**src/rtl/core/bkct_pkg.sv**
```systemverilog
package bkct_pkg;

  localparam int TagW        = 24;
  localparam int ChkW        = 32;
  localparam int KeyW        = 32;
  localparam int BucketW     = 8;
  localparam int BucketCount = 256;
  localparam int BucketShift = 24;
  localparam int EntryW      = TagW + ChkW;

  typedef enum logic {
    ActInsert = 1'b0,
    ActLookup = 1'b1
  } action_e;

  typedef enum logic [1:0] {
    StatInserted  = 2'd0,
    StatDuplicate = 2'd1,
    StatFull      = 2'd2,
    StatLookup    = 2'd3
  } status_e;

  typedef enum logic {
    StIdle  = 1'b0,
    StCheck = 1'b1
  } state_e;

  typedef struct packed {
    logic            hit;
    logic            full;
    logic [ChkW-1:0] checksum;
  } match_t;

endpackage

```
**src/rtl/core/bkct_match.sv**
```systemverilog
module bkct_match #(
  parameter int BUCKET_WAYS = 4
) (
  input  logic [BUCKET_WAYS*bkct_pkg::EntryW-1:0] entries_i,
  input  logic [$clog2(BUCKET_WAYS+1)-1:0]        fill_i,
  input  logic [bkct_pkg::TagW-1:0]               tag_i,
  output bkct_pkg::match_t                        match_o
);

  localparam int FillW  = $clog2(BUCKET_WAYS+1);
  localparam int EntryW = bkct_pkg::EntryW;
  localparam int TagW   = bkct_pkg::TagW;
  localparam int ChkW   = bkct_pkg::ChkW;

  logic [BUCKET_WAYS-1:0] way_hit;

  // only filled ways take part; unwritten ways are never compared
  always_comb begin
    for (int w = 0; w < BUCKET_WAYS; w++) begin
      way_hit[w] = (FillW'(w) < fill_i) &&
                   (entries_i[w*EntryW +: TagW] == tag_i);
    end
  end

  always_comb begin
    match_o.hit      = 1'b0;
    match_o.checksum = '0;
    for (int w = BUCKET_WAYS - 1; w >= 0; w--) begin
      if (way_hit[w]) begin
        match_o.hit      = 1'b1;
        match_o.checksum = entries_i[w*EntryW + TagW +: ChkW];
      end
    end
    match_o.full = (fill_i >= FillW'(BUCKET_WAYS));
  end

endmodule

```
**config.mk**
```make
export PLATFORM = sky130hd
export DESIGN_NAME = bkct_match
export DESIGN_NICKNAME = d
export VERILOG_FILES = /design/src/rtl/core/bkct_pkg.sv /design/src/rtl/core/bkct_match.sv
export SDC_FILE = /design/constraint.sdc
export NUM_CORES = 1
export LEC_CHECK = 0
export CAP_MARGIN = 20
export CORE_AREA = 3 3 108 110
export DETAILED_ROUTE_END_ITERATION = 16
export DIE_AREA = 0 0 111 113
export DONT_BUFFER_PORTS = 1
export PLACE_DENSITY = 0.5
export SYNTH_ARGS = -nofsm -noshare
export SYNTH_HDL_FRONTEND = slang
export SYNTH_SLANG_ARGS = --single-unit
```
**constraint.sdc**
```tcl
create_clock -name vclk -period 5.72
set_input_delay 1.144 -clock vclk [all_inputs]
set_output_delay 1.144 -clock vclk [all_outputs]
set_load 0.005 [all_outputs]
```
Word-level counts from Yosys, hierarchy flattened

Index checks and enable logic that the tools add are counted.

Bits in registers: 0

Multiplexer cells: 8
Order comparisons: 5
Eq/ne operators: 4
Reductions and logical operators: 4

Operators with widths:

| cell               | count |
|---|---|
| $mux 32            | 4 |
| $eq 24x24->1       | 4 |
| $lt 1x3->1 const A | 2 |
| $lt 2x3->1 const A | 2 |
| $logic_and 1x1->1  | 4 |
| $mux 1             | 4 |
| $ge 3x3->1 const B | 1 |

Depth between registers and ports, before layout

Depth in word-level cells: 6
Depth in mapped cells: 8
Mapped depth without buffers: 6

Least setup slack after synthesis

Ideal clock, no wire load.

Kind: input -> output
Start point: input tag_i[0] (netlist bit)
End point: output match_o[30] (netlist bit)
Stages: 7
Buffers on the path: 1
Data arrival time: 2614 ps
Path slack: 1962 ps
Cells stage by stage: xnor2_1 > nand4_1 > or4_1 > or2_1 > buf_6 > o221a_4 > o31ai_2

RTL lines:

| element            | RTL line        | RTL |
|---|---|---|
| start: declaration | bkct_match.sv:6 | `input logic [bkct_pkg::TagW-1:0] tag_i,` |
| end: declaration   | bkct_match.sv:7 | `output bkct_pkg::match_t match_o` |

==> impl_metrics.json <==
{
  "final_cell_count_no_fill": 450,
  "synth.area.mux_share_pct": 11.0,
  "post_drt_via_cell_ratio": 5.59,
  "pin_count": 285,
  "finalHoldViolations": 0,
  "synth-xor-area-share_pct": 29.9,
  "syn-num-nets": 578,
  "grt_pass1_wl_um": 16000,
  "yosysWarningCount": 0,
  "drive_gt1_share_pct": 24.6,
  "dp_hpwl_um": 9560,
  "power-per-cell-area_nw_per_um2": 29.5,
  "io_buffers": 0,
  "drt_first_iter_violations": 76,
  "drv_slew": 0,
  "p_leak_nw": 0.852,
  "vias": 2515,
  "final_common_cell": "xor2_1",
  "syn_area_per_cell_um2": 8.59,
  "yosysUniqueCellTypes": 30,
  "initial_core_util_pct": 26.0,
  "grt_start_max_net_pins": 39,
  "setup_tns_ns": 0,
  "grt_pass1_vias": 2763,
  "dieArea_um2": 12500,
  "nClkBuffers": 0,
  "relSlewSlack_pct": 28.5,
  "start_kind": "input pin",
  "fin_crit_sh_pct": 84.4,
  "rsz0062_at_grt": "no",
  "die_w_um": 111,
  "grt.total_usage_pct": 15.9,
  "fin_nets": 562,
  "drc": 0,
  "drtPass1Iterations": 4,
  "setup_ws_ns": 0.890,
  "dp_slack_ns": 0.882,
  "peakVddDrop_uv": 27.4,
  "layout_min_cycle_time_ns": 4.83,
  "hold_path_class": "input pin to output port",
  "synth_compound_area_share_pct": 18.2,
  "fin_area_um2": 2900,
  "cts-resized-gates": 0,
  "worstPathMaxFanout": 38,
  "cp.required_ns": 4.58,
  "grt-ovfl-total": 0,
  "syn-instance-count": 327,
  "synth_area_um2": 2810,
  "ctsHoldBuffers": 0,
  "status": "finished, final reports clean",
  "gp_congestion": 0.835,
  "timing.critical_path.to_type": "output port",
  "seq_area_frac_synth_pct": 0,
  "arrival_ns": 3.69,
  "worst_slew_pin_slew_ns": 1.07,
  "area.sequential_um2": 0,
  "wire_per_inst_um": 24.4,
  "synthAdderAreaFrac_pct": 0,
  "rows": 38,
  "final_antenna_net_count": 0,
  "seq_cells": 0,
  "p_total_mw": 0.0855,
  "fmaxAchievable_mhz": 207,
  "area_growth_pct": 3.21,
  "dpl-instance-area_um2": 2880,
  "post_cts_buffers": 0,
  "final_cell_mix": "xor2_1, xnor2_1, inv_1, and4_1, mux2i_1",
  "finalSetupViolCount": 0,
  "maxCapViolations": 0,
  "synth_top_family_by_area": "XOR/XNOR gates",
  "post_synth_and_or_nand_nor_area_fraction_pct": 29.9,
  "worst-setup-path-type": "input pin to output port",
  "coreArea_um2": 10800,
  "dp_cells": 448,
  "antenna_found_initial": 1,
  "wl_um": 11000,
  "die_y_um": 113
}
-- metal layers --
layer  GRT usage [%]  up-vias  share of wire (%)
met5               0        -                  0
met4            4.11        0                2.9
met3            3.85       16                7.6
met2            31.4      146                 54
met1            16.9     1159                 36
li1                -     1194                  -
-- worst max-delay path, stage by stage --
cell and delay [ns]:
xor2_1 0.14, nor4_1 0.67, nand4_1 0.28, nor4_4 0.43, buf_4 0.56, nor3_1 0.09
a221oi_1 0.33
-- final cells by class --
| cell class | count | area, µm² |
|---|---|---|
| fillers | 1169 | 7890 |
| multi-input cells | 269 | 2520 |
| inverters | 31 | 116 |
| diodes | 1 | 2.50 |
| well taps | 140 | 175 |
| repair buffers | 9 | 80.1 |
-- metrics by stage --
stage	hold WS, ns	util (%)
2_1_floorplan	2.37	-
3_3_place_gp	2.29	26.7
3_5_place_dp	2.29	26.7
4_1_cts	2.29	26.7
5_1_grt	2.29	26.9
6_report	2.29	26.9
-- synthesized netlist by cell type --
cell type	number	share of area [%]
xor2_1	52	16
xnor2_1	44	14
and4_1	31	9.7
inv_1	31	4.1
mux2i_1	31	11
a221oi_2	29	16
nor3_2	29	10
nand4_1	14	3.1
buf_6	10	4.0
nor4_1	10	2.2
clkbuf_1	9	1.2
buf_2	6	1.1
nor2_1	6	0.80
nor3_1	5	0.89
nand2_1	3	0.40
a221oi_1	2	0.62
nand3_1	2	0.36
a21oi_1	1	0.18
a31oi_1	1	0.22
buf_4	1	0.27
clkbuf_4	1	0.27
nor2_4	1	0.40
nor4_2	1	0.45
nor4_4	1	0.76
o21ai_0	1	0.18
o221a_4	1	0.71
o311ai_0	1	0.31
o31ai_2	1	0.45
or2_1	1	0.22
or4_1	1	0.27
-- final timing paths --
check       from           to  slack [ns]  cells after the start
max    tag_i[13]   match_o[0]        0.89                      7
min    fill_i[2]  match_o[32]        2.29                      0
-- report_power, final --
| group | internal (mW) | switching (mW) |
|---|---|---|
| logic | 0.0461 | 0.0393 |
| clock network | 0.0000000234 | 0 |
| registers | 0 | 0 |
-- cells by family (layout without fill, tap and decap cells) --
group | count (synthesis) | after routing
compound gates | 37 | 37
xor+xnor | 96 | 96
buf+inv | 58 | 40
mux | 31 | 31
other cells | 0 | 1
simple gates | 105 | 105
(Power assumes the default switching activity.)
