## src/rtl/core/bkct_ram.sv

```systemverilog
module bkct_ram #(
  parameter int WIDTH = 8,
  parameter int DEPTH = 256
) (
  input  logic                     clk_i,
  input  logic                     we_i,
  input  logic [$clog2(DEPTH)-1:0] waddr_i,
  input  logic [WIDTH-1:0]         wdata_i,
  input  logic                     re_i,
  input  logic [$clog2(DEPTH)-1:0] raddr_i,
  output logic [WIDTH-1:0]         rdata_o
);

  logic [WIDTH-1:0] mem_q [DEPTH];
  logic [WIDTH-1:0] rdata_q;

  always_ff @(posedge clk_i) begin
    if (we_i) begin
      mem_q[waddr_i] <= wdata_i;
    end
    if (re_i) begin
      rdata_q <= mem_q[raddr_i];
    end
  end

  assign rdata_o = rdata_q;

endmodule

```

## config.mk

```make
export PLATFORM = sky130hd
export DESIGN_NAME = bkct_ram
export DESIGN_NICKNAME = d
export VERILOG_FILES = /design/src/rtl/core/bkct_ram.sv
export SDC_FILE = /design/constraint.sdc
export NUM_CORES = 2
export LEC_CHECK = 0
export BUFFER_PORTS_ARGS = -buffer_cell sky130_fd_sc_hd__buf_2
export CORE_ASPECT_RATIO = 1.25
export CORE_MARGIN = 2
export CORE_UTILIZATION = 35
export DETAILED_ROUTE_END_ITERATION = 7
export GPL_TIMING_DRIVEN = 1
export PLACE_DENSITY = 0.57
export RECOVER_POWER = 50
export SLEW_MARGIN = 20
export SYNTH_ARGS = -nofsm -noshare
export SYNTH_HDL_FRONTEND = slang
export SYNTH_SLANG_ARGS = --single-unit
```

## constraint.sdc

```tcl
create_clock -name clk_i -period 4.29 [get_ports clk_i]
set_input_delay 0.429 -clock clk_i [delete_from_list [all_inputs] [get_ports clk_i]]
set_output_delay 0.429 -clock clk_i [all_outputs]
set_load 0.005 [all_outputs]
```

# --- Word level (Yosys, flattened, before mapping) ---
# Memories as Yosys holds them, arrays and structs flattened. A register that Yosys moved wholly into a read port is not among the register bits.
# Index checks and enable logic that the tools add are counted.
# Widths: inputs -> output; s select.
classes:
  mux: 2
ops:
  columns: ["cell", "n"]
  rows:
  - ["$mux 1", 2]
word_totals:
  regBits: 0
  mem_bits_rw: 2048
  input_bits: 27
  memories: 1
mem_list:
  columns: ["name", "depth", "width", "read_ports", "rd_clocked_by_memory_dff", "write_ports", "line_no", "source"]
  rows:
  - ["mem_q", 256, 8, 1, 1, 1, "14", "logic [WIDTH-1:0] mem_q [DEPTH];"]

# --- Logic depth before layout (Yosys ltp) ---
depth:
  ltp_word: 2
  mapped_depth: 11

# --- Worst setup path before layout ---
# No wires, ideal clock.
synth_path:
  path_type: "input-to-reg"
  startpoint: "in raddr_i[0]"
  endpoint: "reg rdata_q[2] (netlist: rdata_o[2]) (read register of mem_q) (data pin)"
  setup_time_ns: 0.269
  arrival_ns: 2.236
  t_required_ns: 4.021
  path_slack_ns: 1.785
  cell_stages: 9
  path_buffers: 4
  path_cell_list: "buf_6 buf_12 buf_8 buf_2 mux4_2 a22oi_1 a21oi_1 nor4_1 nor4_2"
synth_lines:
  columns: ["item", "line_no", "source"]
  rows:
  - ["from (decl)", "10", "input logic [$clog2(DEPTH)-1:0] raddr_i,"]
  - ["to (decl)", "15", "logic [WIDTH-1:0] rdata_q;"]

# --- Worst setup path after layout ---
layout_path:
  startpoint: "in wdata_i[4]"
  endpoint: "mem mem_q[227][4] (data pin)"
layout_lines:
  columns: ["item", "line_no", "source"]
  rows:
  - ["from (decl)", "8", "input logic [WIDTH-1:0] wdata_i,"]
  - ["to (decl)", "14", null]
# No word-level cell before the write port.

==> flow_metrics.py <==
metrics = {
    "die": {
        "start_util_pct": 35.2,
        "ios": 35,
        "dieArea_mm2": 0.231,
        "core_mm2": 0.226,
        "die_w_um": 431,
        "die_h_um": 537,
        "rows": 195,
    },
    "hold_path": {
        "hold_path_class": "in -> reg",
    },
    "critical_path": {
        "path_cells": "clkbuf_2 > clkbuf_2",
        "cp.buffers_inverters": 2,
        "cp-end-kind": "flip-flop",
        "arrival_ns": 4.05,
        "cp.required_ns": 4.79,
        "crit_slowest_cell": "clkbuf_2",
        "start_kind": "input port",
        "cpMostUsedCell": "clkbuf_2",
        "worstSetupPathType": "in -> reg",
        "path_max_fanout": 131,
        "max_stage_delay_ns": 2.16,
        "path_delay_family": "buffers and inverters",
    },
    "drt": {
        "wirelength_um": 205000,
        "avgRoutedWirePerCell_um": 29.2,
        "vias": 38416,
        "ant_nets": 0,
        "vias_per_cell": 5.45,
        "post-route-drc-count": 0,
        "first_iter_violations": 3919,
        "dr.pass1.iters": 5,
    },
    "place": {
        "place_congestion": 0.846,
        "hpwlAfterDp_um": 129000,
        "placed_cells": 6686,
        "place.port_buffers": 34,
        "dpl-instance-area_mm2": 0.0840,
    },
    "sta": {
        "setup_tns_ns": 0,
        "rsz0062_at_grt": "no",
        "period_share_pct": 82.9,
        "min_period_ns": 3.56,
        "clock_skew_ns": 0.0545,
        "drv_slew": 1057,
        "setup_viol": 0,
        "fmax_mhz": 281,
        "relSlewSlack_pct": -133,
        "hold_viol_final": 0,
        "worstMarginPinSlew_ns": 3.50,
    },
    "clock_network": {
        "cts_sinks": 2056,
        "cts_buffers": 190,
        "postCtsSetupRepairBufs": 0,
        "tritoncts": "built",
        "clk_path_buf_depth": 3,
        "clk_latency_ns": 0.85,
        "cts_htree_levels": 4,
        "cts_root_buf": "clkbuf_16",
        "post_cts_resized": 0,
        "path_clk_slew_ns": 0.06,
        "cts_hold_buf": 0,
    },
    "yosys": {
        "netlist_area_mm2": 0.0796,
        "synth_edf_count": 2056,
        "synthTopCellsByArea": "edfxtp_1 (78%), mux4_2 (13%), mux2i_1 (1.7%)",
        "syn-num-nets": 3760,
        "ys_types": 54,
        "synthCells": 3733,
        "synth-async-reset-ratio_pct": 0,
        "seq_area_frac_synth_pct": 77.5,
        "postSynthAreaPerCell_um2": 21.3,
        "yosys_most_used_dff": "edfxtp_1",
        "synth_area_leader_cell": "edfxtp_1",
        "ys_seq_elements": 2056,
        "synth_top_area_share_pct": 77.5,
        "synth_warnings": 0,
    },
    "power": {
        "p_leak_nw": 27.3,
        "ir_worst_vdd_mv": 0.407,
        "power_density_mw_per_mm2": 454,
    },
    "outcome": {
        "status": "complete, but fails checks",
        "violations": "capacitance limit, slew limit",
    },
    "final_layout": {
        "drive_above_1_share_pct": 23.2,
        "syn_to_final_growth_pct": 12.8,
        "final_cells": 7044,
        "final_cell_area_mm2": 0.0898,
        "postLayoutCoreUtil_pct": 39.8,
        "nets": 3950,
    },
    "global_route": {
        "grt_max_degree": 146,
        "first_global_vias": 39375,
        "antenna_found_initial": 13,
        "gr-total-overflow": 0,
        "grt_pass1_wl_um": 293000,
        "grtUsageTotal_pct": 17.6,
    },
    "run": {
        "cap_violations": 11,
    },
}
## synthesized netlist by cell type, types with 3 or more instances
| cell type | number |
|---|---|
| a22oi_1 | 133 |
| o22ai_1 | 28 |
| edfxtp_1 | 2056 |
| nor4_1 | 24 |
| nor3_1 | 22 |
| nor4_2 | 3 |
| buf_1 | 22 |
| nand3_1 | 34 |
| nand2b_1 | 8 |
| a211oi_1 | 16 |
| nor2b_1 | 31 |
| nor2_1 | 282 |
| o211ai_1 | 10 |
| mux2i_1 | 134 |
| buf_6 | 21 |
| buf_12 | 8 |
| o32ai_1 | 4 |
| a21oi_1 | 96 |
| clkbuf_1 | 111 |
| nand4_1 | 10 |
| buf_2 | 31 |
| a221oi_1 | 13 |
| buf_4 | 27 |
| or2_2 | 4 |
| nand2_1 | 33 |
| a22o_1 | 8 |
| o221ai_1 | 46 |
| buf_8 | 13 |
| o21ai_0 | 10 |
| mux4_2 | 454 |
| and2_1 | 6 |
| o22a_1 | 5 |
## cell usage in the layout (no fill, tap or decap), types with 4 or more instances in the layout
| cell | netlist | layout |
|---|---|---|
| edfxtp_1 | 2056 | 2056 |
| mux4_2 | 454 | 454 |
| nor2_1 | 282 | 279 |
| clkbuf_16 | 0 | 192 |
| buf_4 | 27 | 139 |
| mux2i_1 | 134 | 134 |
| a22oi_1 | 133 | 133 |
| a21oi_1 | 96 | 96 |
| clkinv_1 | 1 | 59 |
| clkbuf_1 | 111 | 56 |
| o221ai_1 | 46 | 46 |
| clkinv_2 | 0 | 39 |
| nand3_1 | 34 | 34 |
| nand2_1 | 33 | 33 |
| o22ai_1 | 28 | 28 |
| nor2b_1 | 31 | 28 |
| buf_12 | 8 | 24 |
| nor3_1 | 22 | 22 |
| nor4_1 | 24 | 22 |
| clkbuf_2 | 0 | 20 |
| buf_2 | 31 | 19 |
| a211oi_1 | 16 | 16 |
| a221oi_1 | 13 | 13 |
| bufinv_16 | 0 | 12 |
| nand4_1 | 10 | 10 |
| o211ai_1 | 10 | 10 |
| o21ai_0 | 10 | 10 |
| clkinvlp_4 | 0 | 10 |
| nand2b_1 | 8 | 8 |
| a22o_1 | 8 | 8 |
| and2_1 | 6 | 5 |
| nor4_2 | 3 | 5 |
| o22a_1 | 5 | 5 |
| inv_16 | 0 | 5 |
| or2_2 | 4 | 4 |
| o32ai_1 | 4 | 4 |
## stage by stage
stage	setup WS [ns]	hold slack (ns)	total power, mW
after floorplan	1.78	0.528	23.7
after global placement	0.0796	0.948	24.7
after detailed placement	0.310	0.949	24.7
after CTS	1.23	0.0240	41.1
after global routing	0.602	0.346	41.9
final	0.734	0.351	40.8
## cell type report
class | instances | area, um2
diodes | 2 | 5.00
repair buffers | 231 | 1850
fillers | 20075 | 136000
inverters | 2 | 7.51
clock buffers | 221 | 4910
multi-input cells | 1442 | 16500
clock inverters | 135 | 1120
well taps | 2955 | 3700
flip-flops and latches | 2056 | 61700
## flip-flops by register name, summed over array words and instances, names as in the netlist
signal	cells
rdata_o	8
mem_q	2048
## worst paths after layout
path	start	to	slack (ns)	cells after the start
worst max-delay path	wdata_i[4]	mem_q[227][4]	0.73	2
worst min-delay path	waddr_i[1]	mem_q[167][1]	0.35	4
worst max register to register	mem_q[83][5]	rdata_o[5]	1.26	6
worst min register to register	mem_q[199][0]	rdata_o[0]	1.23	5
## power breakdown
| part | total (mW) | switching (mW) | internal, mW | leakage (nW) |
|---|---|---|---|---|
| Combinational | 2.03 | 1.34 | 0.694 | 5.91 |
| Sequential | 22.2 | 0.0371 | 22.2 | 18.5 |
| Clock | 16.5 | 7.53 | 8.98 | 2.94 |
## metal layers
| layer | vias to the layer above | wire (um) | GRT usage [%] |
|---|---|---|---|
| met4 | 4 | 7220 | 6.18 |
| met3 | 338 | 11000 | 2.52 |
| met2 | 1333 | 107000 | 31.0 |
| li1 | 16088 | - | - |
| met5 | - | 26 | 0 |
| met1 | 20653 | 79900 | 22.1 |
## kinds of logic after synthesis
kind of cell	Yosys count	share of synthesized area, %
buffers and inverters	235	1.83
muxes	591	14.6
DFF	2056	77.5
and+or+nand+nor	466	2.63
AOI/OAI and AO/OA	385	3.42
(Power assumes the default switching activity.)
